$ cat config.mk
export PLATFORM = sky130hd
export DESIGN_NAME = magnetometer_heading
export DESIGN_NICKNAME = d
export VERILOG_FILES = /design/src/sv/mh_pkg.sv /design/src/sv/magnetometer_heading.sv /design/src/sv/mh_cordic_cell.sv /design/src/sv/mh_convert.sv
export SDC_FILE = /design/constraint.sdc
export NUM_CORES = 2
export LEC_CHECK = 0
export BUFFER_PORTS_ARGS = -buffer_cell sky130_fd_sc_hd__clkbuf_2
export CORE_MARGIN = 2
export CORE_UTILIZATION = 44
export DETAILED_ROUTE_END_ITERATION = 7
export GPL_TIMING_DRIVEN = 0
export HOLD_SLACK_MARGIN = 0.08
export PLACE_DENSITY_LB_ADDON = 0.15
export SKIP_LAST_GASP = 1
export SLEW_MARGIN = 20
export SYNTH_ARGS = -nofsm -noshare
export SYNTH_HDL_FRONTEND = slang
export SYNTH_SLANG_ARGS = --single-unit
$ cat constraint.sdc
create_clock -name i_clk -period 18.6 [get_ports i_clk]
set_clock_uncertainty 0.2 [all_clocks]
set_input_delay 0 -clock i_clk [delete_from_list [all_inputs] [get_ports i_clk]]
set_output_delay 0 -clock i_clk [all_outputs]
set_load 0.01 [all_outputs]
$ cat src/sv/mh_pkg.sv
package mh_pkg;

    // Field and datapath widths
    localparam int SAMPLE_W = 16;
    localparam int DIFF_W   = SAMPLE_W + 1;
    localparam int SCALE_SH = 14;
    localparam int XY_W     = DIFF_W + SCALE_SH + 3;
    localparam int ACC_W    = 32;
    localparam int HEAD_W   = 16;
    localparam int PROD_W   = ACC_W + HEAD_W;

    // One turn in hundredths of a degree
    localparam logic [HEAD_W-1:0] TURN_HUNDREDTHS = 16'd36000;

    // Half a turn in accumulator units
    localparam logic [ACC_W-1:0] HALF_TURN = 32'h8000_0000;

    // Configuration register indexes
    localparam int CFG_IDX_W = 2;
    typedef logic [CFG_IDX_W-1:0] t_cfg_index;
    localparam t_cfg_index CFG_X_OFFSET    = 2'd0;
    localparam t_cfg_index CFG_Y_OFFSET    = 2'd1;
    localparam t_cfg_index CFG_DECLINATION = 2'd2;

    localparam logic signed [SAMPLE_W-1:0] DECLINATION_RESET = 16'sd443;

    // atan(2^-i) in units of 2^-32 turn
    localparam int TABLE_LEN = 24;
    localparam logic [ACC_W-1:0] ATAN_TURNS [TABLE_LEN] = '{
        32'h2000_0000, 32'h12E4_051E, 32'h09FB_385B, 32'h0511_11D4,
        32'h028B_0D43, 32'h0145_D7E1, 32'h00A2_F61E, 32'h0051_7C55,
        32'h0028_BE53, 32'h0014_5F2F, 32'h000A_2F98, 32'h0005_17CC,
        32'h0002_8BE6, 32'h0001_45F3, 32'h0000_A2FA, 32'h0000_517D,
        32'h0000_28BE, 32'h0000_145F, 32'h0000_0A30, 32'h0000_0518,
        32'h0000_028C, 32'h0000_0146, 32'h0000_00A3, 32'h0000_0051
    };

    // Word handed from cell to cell
    typedef struct packed {
        logic signed [XY_W-1:0] x;
        logic signed [XY_W-1:0] y;
        logic [ACC_W-1:0]       acc;
        logic                   zero;
    } t_cordic_word;

endpackage

$ cat src/sv/magnetometer_heading.sv
// An accepted word passes the prep register, the CORDIC cells and mh_convert to
// m_axis. Throughput: one word per cycle while m_axis is ready; each CORDIC
// iteration is its own cell. Stalls on m_axis fill bubbles in the chain before
// s_axis_tready drops. Reset (i_rst_n low at a clock edge) empties the chain and
// sets both offsets to 0 and declination to 4.43 degrees.
module magnetometer_heading #(
    parameter int CORDIC_STEPS = 16
) (
    input  logic                               i_clk,
    input  logic                               i_rst_n,
    input  logic                               s_axis_tvalid,
    output logic                               s_axis_tready,
    input  logic [31:0]                        s_axis_tdata,  // raw_x[15:0], raw_y[31:16]
    output logic                               m_axis_tvalid,
    input  logic                               m_axis_tready,
    output logic [15:0]                        m_axis_tdata,  // heading[15:0]
    input  logic                               i_cfg_wr_en,
    input  mh_pkg::t_cfg_index                 i_cfg_index,
    input  logic [mh_pkg::SAMPLE_W-1:0]        i_cfg_data
);

    localparam int NCELL = (CORDIC_STEPS < mh_pkg::TABLE_LEN) ? CORDIC_STEPS
                                                              : mh_pkg::TABLE_LEN;

    logic signed [mh_pkg::SAMPLE_W-1:0] r_x_offset;
    logic signed [mh_pkg::SAMPLE_W-1:0] r_y_offset;
    logic signed [mh_pkg::SAMPLE_W-1:0] r_declination;

    logic                               r_prep_valid;
    mh_pkg::t_cordic_word               r_prep_word;
    mh_pkg::t_cordic_word               n_prep_word;
    logic                               w_prep_ready;

    logic signed [mh_pkg::SAMPLE_W-1:0] w_raw_x;
    logic signed [mh_pkg::SAMPLE_W-1:0] w_raw_y;
    logic signed [mh_pkg::DIFF_W-1:0]   w_dx;
    logic signed [mh_pkg::DIFF_W-1:0]   w_dy;
    logic signed [mh_pkg::DIFF_W-1:0]   w_px;
    logic signed [mh_pkg::DIFF_W-1:0]   w_py;

    logic                               w_valid [NCELL+1];
    logic                               w_ready [NCELL+1];
    mh_pkg::t_cordic_word               w_word  [NCELL+1];

    // Configuration registers
    always_ff @(posedge i_clk) begin
        if (!i_rst_n) begin
            r_x_offset    <= '0;
            r_y_offset    <= '0;
            r_declination <= mh_pkg::DECLINATION_RESET;
        end else if (i_cfg_wr_en) begin
            case (i_cfg_index)
                mh_pkg::CFG_X_OFFSET:    r_x_offset    <= i_cfg_data;
                mh_pkg::CFG_Y_OFFSET:    r_y_offset    <= i_cfg_data;
                mh_pkg::CFG_DECLINATION: r_declination <= i_cfg_data;
                default: ;
            endcase
        end
    end

    // Remove hard-iron offsets, fold the left half plane and scale up
    always_comb begin
        w_raw_x = s_axis_tdata[15:0];
        w_raw_y = s_axis_tdata[31:16];
        w_dx = {w_raw_x[mh_pkg::SAMPLE_W-1], w_raw_x}
             - {r_x_offset[mh_pkg::SAMPLE_W-1], r_x_offset};
        w_dy = {w_raw_y[mh_pkg::SAMPLE_W-1], w_raw_y}
             - {r_y_offset[mh_pkg::SAMPLE_W-1], r_y_offset};
        w_px = w_dx[mh_pkg::DIFF_W-1] ? -w_dx : w_dx;
        w_py = w_dx[mh_pkg::DIFF_W-1] ? -w_dy : w_dy;
        n_prep_word.x = {{(mh_pkg::XY_W-mh_pkg::DIFF_W-mh_pkg::SCALE_SH){w_px[mh_pkg::DIFF_W-1]}},
                         w_px, {mh_pkg::SCALE_SH{1'b0}}};
        n_prep_word.y = {{(mh_pkg::XY_W-mh_pkg::DIFF_W-mh_pkg::SCALE_SH){w_py[mh_pkg::DIFF_W-1]}},
                         w_py, {mh_pkg::SCALE_SH{1'b0}}};
        n_prep_word.acc  = w_dx[mh_pkg::DIFF_W-1] ? mh_pkg::HALF_TURN : '0;
        n_prep_word.zero = (w_dx == '0) && (w_dy == '0);
    end

    assign w_prep_ready  = !r_prep_valid || w_ready[0];
    assign s_axis_tready = w_prep_ready;

    always_ff @(posedge i_clk) begin
        if (!i_rst_n) begin
            r_prep_valid <= 1'b0;
        end else if (w_prep_ready) begin
            r_prep_valid <= s_axis_tvalid;
        end
    end

    always_ff @(posedge i_clk) begin
        if (s_axis_tvalid && w_prep_ready) begin
            r_prep_word <= n_prep_word;
        end
    end

    assign w_valid[0] = r_prep_valid;
    assign w_word[0]  = r_prep_word;

    // Chain of CORDIC cells, one iteration each
    for (genvar g = 0; g < NCELL; g++) begin : g_cell
        mh_cordic_cell #(
            .STEP (g)
        ) u_cell (
            .i_clk   (i_clk),
            .i_rst_n (i_rst_n),
            .i_valid (w_valid[g]),
            .o_ready (w_ready[g]),
            .i_word  (w_word[g]),
            .o_valid (w_valid[g+1]),
            .i_ready (w_ready[g+1]),
            .o_word  (w_word[g+1])
        );
    end

    // Angle to heading
    mh_convert u_convert (
        .i_clk         (i_clk),
        .i_rst_n       (i_rst_n),
        .i_valid       (w_valid[NCELL]),
        .o_ready       (w_ready[NCELL]),
        .i_word        (w_word[NCELL]),
        .i_declination (r_declination),
        .o_valid       (m_axis_tvalid),
        .i_ready       (m_axis_tready),
        .o_heading     (m_axis_tdata)
    );

endmodule

$ cat src/sv/mh_cordic_cell.sv
module mh_cordic_cell #(
    parameter int STEP = 0
) (
    input  logic                 i_clk,
    input  logic                 i_rst_n,
    input  logic                 i_valid,
    output logic                 o_ready,
    input  mh_pkg::t_cordic_word i_word,
    output logic                 o_valid,
    input  logic                 i_ready,
    output mh_pkg::t_cordic_word o_word
);

    logic                        r_valid;
    mh_pkg::t_cordic_word        r_word;
    mh_pkg::t_cordic_word        n_word;
    logic signed [mh_pkg::XY_W-1:0] w_x;
    logic signed [mh_pkg::XY_W-1:0] w_y;
    logic signed [mh_pkg::XY_W-1:0] w_xs;
    logic signed [mh_pkg::XY_W-1:0] w_ys;
    logic                        w_load;

    // Take a new word when empty or when the neighbour drains this one
    assign o_ready = !r_valid || i_ready;
    assign w_load  = i_valid && o_ready;

    // Rotate towards the x axis by one micro-angle
    always_comb begin
        w_x  = i_word.x;
        w_y  = i_word.y;
        w_xs = w_x >>> STEP;
        w_ys = w_y >>> STEP;
        n_word = i_word;
        if (!w_y[mh_pkg::XY_W-1] && (w_y != '0)) begin
            n_word.x   = w_x + w_ys;
            n_word.y   = w_y - w_xs;
            n_word.acc = i_word.acc + mh_pkg::ATAN_TURNS[STEP];
        end else begin
            n_word.x   = w_x - w_ys;
            n_word.y   = w_y + w_xs;
            n_word.acc = i_word.acc - mh_pkg::ATAN_TURNS[STEP];
        end
    end

    // Hold valid flag
    always_ff @(posedge i_clk) begin
        if (!i_rst_n) begin
            r_valid <= 1'b0;
        end else if (o_ready) begin
            r_valid <= i_valid;
        end
    end

    // Hold payload
    always_ff @(posedge i_clk) begin
        if (w_load) begin
            r_word <= n_word;
        end
    end

    assign o_valid = r_valid;
    assign o_word  = r_word;

endmodule

$ cat src/sv/mh_convert.sv
module mh_convert (
    input  logic                               i_clk,
    input  logic                               i_rst_n,
    input  logic                               i_valid,
    output logic                               o_ready,
    input  mh_pkg::t_cordic_word               i_word,
    input  logic signed [mh_pkg::SAMPLE_W-1:0] i_declination,
    output logic                               o_valid,
    input  logic                               i_ready,
    output logic [mh_pkg::HEAD_W-1:0]          o_heading
);

    localparam int SUM_W = mh_pkg::HEAD_W + 2;

    logic                             r_a_valid;
    logic [mh_pkg::PROD_W-1:0]        r_prod;
    logic                             r_a_zero;
    logic                             w_a_ready;
    logic                             r_b_valid;
    logic [mh_pkg::HEAD_W-1:0]        r_heading;
    logic                             w_b_ready;
    logic [mh_pkg::PROD_W-1:0]        w_round;
    logic [mh_pkg::HEAD_W-1:0]        w_h;
    logic [mh_pkg::HEAD_W-1:0]        w_hfix;
    logic signed [SUM_W-1:0]          w_sum;
    logic signed [SUM_W-1:0]          w_turn;
    logic signed [SUM_W-1:0]          w_sum_lo;
    logic signed [SUM_W-1:0]          w_sum_hi;
    logic [mh_pkg::HEAD_W-1:0]        n_heading;

    assign w_b_ready = !r_b_valid || i_ready;
    assign w_a_ready = !r_a_valid || w_b_ready;
    assign o_ready   = w_a_ready;

    // Scale the angle to hundredths of a degree
    always_ff @(posedge i_clk) begin
        if (!i_rst_n) begin
            r_a_valid <= 1'b0;
        end else if (w_a_ready) begin
            r_a_valid <= i_valid;
        end
    end

    always_ff @(posedge i_clk) begin
        if (i_valid && w_a_ready) begin
            r_prod   <= mh_pkg::PROD_W'(i_word.acc)
                      * mh_pkg::PROD_W'(mh_pkg::TURN_HUNDREDTHS);
            r_a_zero <= i_word.zero;
        end
    end

    // Round, fold a full turn or a zero vector to zero, add declination and wrap
    always_comb begin
        w_round  = r_prod + mh_pkg::PROD_W'(mh_pkg::HALF_TURN);
        w_h      = w_round[mh_pkg::PROD_W-1:mh_pkg::ACC_W];
        w_hfix   = (r_a_zero || (w_h >= mh_pkg::TURN_HUNDREDTHS)) ? '0 : w_h;
        w_turn   = $signed({2'b00, mh_pkg::TURN_HUNDREDTHS});
        w_sum    = $signed({2'b00, w_hfix})
                 + $signed({{2{i_declination[mh_pkg::SAMPLE_W-1]}}, i_declination});
        w_sum_lo = w_sum + w_turn;
        w_sum_hi = w_sum - w_turn;
        if (w_sum[SUM_W-1]) begin
            n_heading = w_sum_lo[mh_pkg::HEAD_W-1:0];
        end else if (w_sum >= w_turn) begin
            n_heading = w_sum_hi[mh_pkg::HEAD_W-1:0];
        end else begin
            n_heading = w_sum[mh_pkg::HEAD_W-1:0];
        end
    end

    always_ff @(posedge i_clk) begin
        if (!i_rst_n) begin
            r_b_valid <= 1'b0;
        end else if (w_b_ready) begin
            r_b_valid <= r_a_valid;
        end
    end

    always_ff @(posedge i_clk) begin
        if (r_a_valid && w_b_ready) begin
            r_heading <= n_heading;
        end
    end

    assign o_valid   = r_b_valid;
    assign o_heading = r_heading;

endmodule
==> results.md <==
- Status: complete, no violations
- Leading area contributor after synthesis: edfxtp_1
- WL/cell: 20.4 um
- CP peak stage delay: 610 ps
- Die area: 0.284 sq mm
- DP HPWL: 283 mm
- Most used cell, CP: nand2b_1
- Worst flop-to-flop path endpoint: g_cell[11].u_cell.o_word[99]
- YS warnings: 0
- Worst path slowest cell: a2111oi_0
- CP endpoint kind: flop
- Routed Antenna Nets: 0
- Setup-violating endpoint count in the final report: 0
- Data required time of the critical path: 18,980 ps
- Min Clock Period, post-route: 8520 ps
- IO Count: 73
- Critical Path End: g_cell[11].u_cell.o_word[99]
- Post-Syn Instances: 12,700
- Mapped Area: 0.123 sq mm
- Pre-antenna DRT Iters: 7
- Number of antenna violations at the first check in global routing: 13
- CTS Sinks: 1,455
- Worst-path fanout max: 18
- Fmax: 117 MHz
- Hold/Removal Path Class: in2reg
- Worst path depth: 27
- Layout Nets: 14,900
- Top cells by area, synth: edfxtp_1 (34%), ha_1 (15%), xnor2_1 (8.4%), a21oi_1 (4.6%), xor2_1 (4.1%)
- Sequential share of the synthesized area: 0.349
- Total Neg Setup Slack: 0 ps
- CP Class: reg2reg
- TritonCTS buffer count: 180
- RSZ-0062 raised after global routing: no
- Share of the synthesized area in the top cell type: 0.339
- Async set-reset flop share out of synthesis: 0
- Clock slew at reported path FFs: 60 ps
- Largest net degree at the start of global routing: 35
- Tcrit/Tclk final: 0.458
- Critical Path Start: g_cell[10].u_cell.o_word[47]
- Clk root buf: clkbuf_16
- Iteration-0 DRC Markers: 6,330
- Final wirelength: 349 mm
- Via/cell ratio: 5.66
- Via count: 96,800
- Share of cells above drive strength 1: 0.0478
- CP top delay family: compound AO/OA/AOI/OAI gates
- Worst skew pair latency: 880 ps
- Max Root-Sink Buffers: 4
- First-pass GRT wire length: 544 mm
- Worst Max-Slew Pin Slew: 1380 ps
- WP buf/inv: 4
- Gp weighted congestion: 0.941
- Final slew viol count: 0
- Post-synth cell types: 107
- Hold Startpoint: i_cfg_index[1]
- Tot GR Track Use: 0.239
- Die W: 533 um
- Pleak: 0.0553 uW
- Rows: 194
- Pwr Density: 62.5 mW/mm^2
- # Max-Cap Violations: 0
- Port buffer count: 71
- Syn avg cell area: 9.67 sq um
- R2R depth: 27
- Top FF cell, synth: edfxtp_1
- Vias in the first global route: 96,300
- CP Launch Type: flop
- Core footprint: 0.279 sq mm
- CP arrival: 8900 ps
- Reg-to-reg setup timing slack: 10,080 ps
- CTS tree: yes
- Synthesis-stage register bit count: 1,455
- Residual DRC count: 0
- Final std cells w/o fill: 17,100
- Initial Util: 0.441
- Placed insts: 16,600
- Die height: 533 um
- Grt total ovfl: 0
- Normalized max-slew margin: 0.0737
- H-tree Lvls: 4
- Final Hold Viols: 0
- Post-synth EDFFs: 1,388
- Peak supply drop: 0.0000655 V
- Area grow syn2layout: 11.6%
- R2r startpoint: g_cell[10].u_cell.o_word[47]
[how the worst min path moves through the flow]
stage | depth (start not counted) | endpoint | slack (ps)
after detailed placement | 3 | r_declination[0] | 110
after CTS | 5 | r_x_offset[4] | 90
after floorplan | 2 | r_declination[1] | -80
final | 5 | r_x_offset[3] | 150
after global routing | 5 | r_prep_word[81] | 170
after global placement | 3 | r_declination[12] | 100
[where the power goes]
group	switching (uW)	total (uW)	internal, uW
Sequential	87.8	3780	3700
Combinational	732	1290	558
Clock	1410	3510	2090
Total	2230	8580	6350
[cell families after synthesis]
group,share of synthesized area
compound gates,0.188
simple gates,0.134
xor+xnor,0.125
fa+ha+maj,0.170
flops,0.349
buf+inv,0.0275
mux,0.00525
other cells,0.0000305
[tightest hold or removal path, stage by stage]
cell           delay (ps)
dlygate4sd3_1         670
clkbuf_2              200
nor3b_1               140
nand2_1                90
a21boi_0               70
[cell usage after synthesis, types with 71 or more instances]
cell / count
o31ai_1: 164
clkbuf_1: 171
nor2_1: 884
xnor2_1: 1178
nand2_1: 755
nand2b_1: 216
a21boi_0: 100
fa_1: 115
nand4_1: 85
o21bai_1: 170
a211oi_1: 94
edfxtp_1: 1388
inv_1: 680
a21o_1: 532
nand3_1: 238
o21ai_0: 649
xor2_1: 583
ha_1: 1493
or2_2: 71
a21oi_1: 1138
nor4_1: 104
nor2b_1: 179
a31oi_1: 117
o21a_1: 165
or3_1: 109
and3_1: 115
nor3_1: 335
[cell usage in the layout (no fill, tap or decap), types with 164 or more instances in the layout]
cell and n:
ha_1 1493, edfxtp_1 1388, xnor2_1 1178, a21oi_1 1138, nor2_1 878, nand2_1 755
inv_1 680, o21ai_0 649, xor2_1 583, a21o_1 532, nor3_1 334, nand3_1 238
nand2b_1 216, clkbuf_1 190, clkbuf_16 187, o21bai_1 170, nor2b_1 168, o21a_1 165
o31ai_1 164
[per-stage QoR]
stage                     utilization  setup WS, ps  total power (uW)  hold WS, ps  instance area, sq um
after detailed placement        0.466         10160              5070          106                130000
after global routing            0.493          9570              8950          169                137000
after global placement          0.460          4830              5060          102                128000
after CTS                       0.493         10110              8670         87.4                137000
after floorplan                     -          9180              4750        -75.9                123000
final                           0.493         10080              8580          151                137000
[state kept, by name, summed over array words and instances (netlist names)]
register,flops
u_convert.o_heading,16
u_convert.o_valid,1
r_y_offset,16
g_cell.u_cell.o_word,1318
r_prep_valid,1
r_prep_word,36
g_cell.u_cell.o_valid,16
r_x_offset,16
r_declination,16
u_convert.r_prod,17
u_convert.r_a_valid,1
u_convert.r_a_zero,1
[final cells by class]
| cell class | count | area (sq um) |
|---|---|---|
| Fill cell | 25700 | 141000 |
| Multi-Input combinational cell | 10400 | 77100 |
| Sequential cell | 1455 | 43000 |
| Clock buffer | 232 | 4960 |
| Tap cell | 3724 | 4660 |
| Timing Repair Buffer | 277 | 3310 |
| Inverter | 690 | 2590 |
| Clock inverter | 89 | 926 |
| Buffer | 202 | 825 |
| Antenna cell | 12 | 30.0 |
[per-layer routing]
layer / vias to the layer above / GRT usage / routed length [um]
met5: - / 0 / 27
met2: 2024 / 0.417 / 168000
met3: 630 / 0.0246 / 12900
met4: 4 / 0.104 / 16600
met1: 46100 / 0.299 / 151000
li1: 48000 / - / -
[what timing repair did]
| item | 4_1_cts | 5_1_grt |
|---|---|---|
| resized for setup | 0 | 0 |
| buffers inserted | 0 | 0 |
| endpoints found under the hold margin | 185 | 0 |
| setup endpoints to repair | 0 | 0 |
| hold buffers | 141 | 0 |
(Power assumes the default switching activity.)
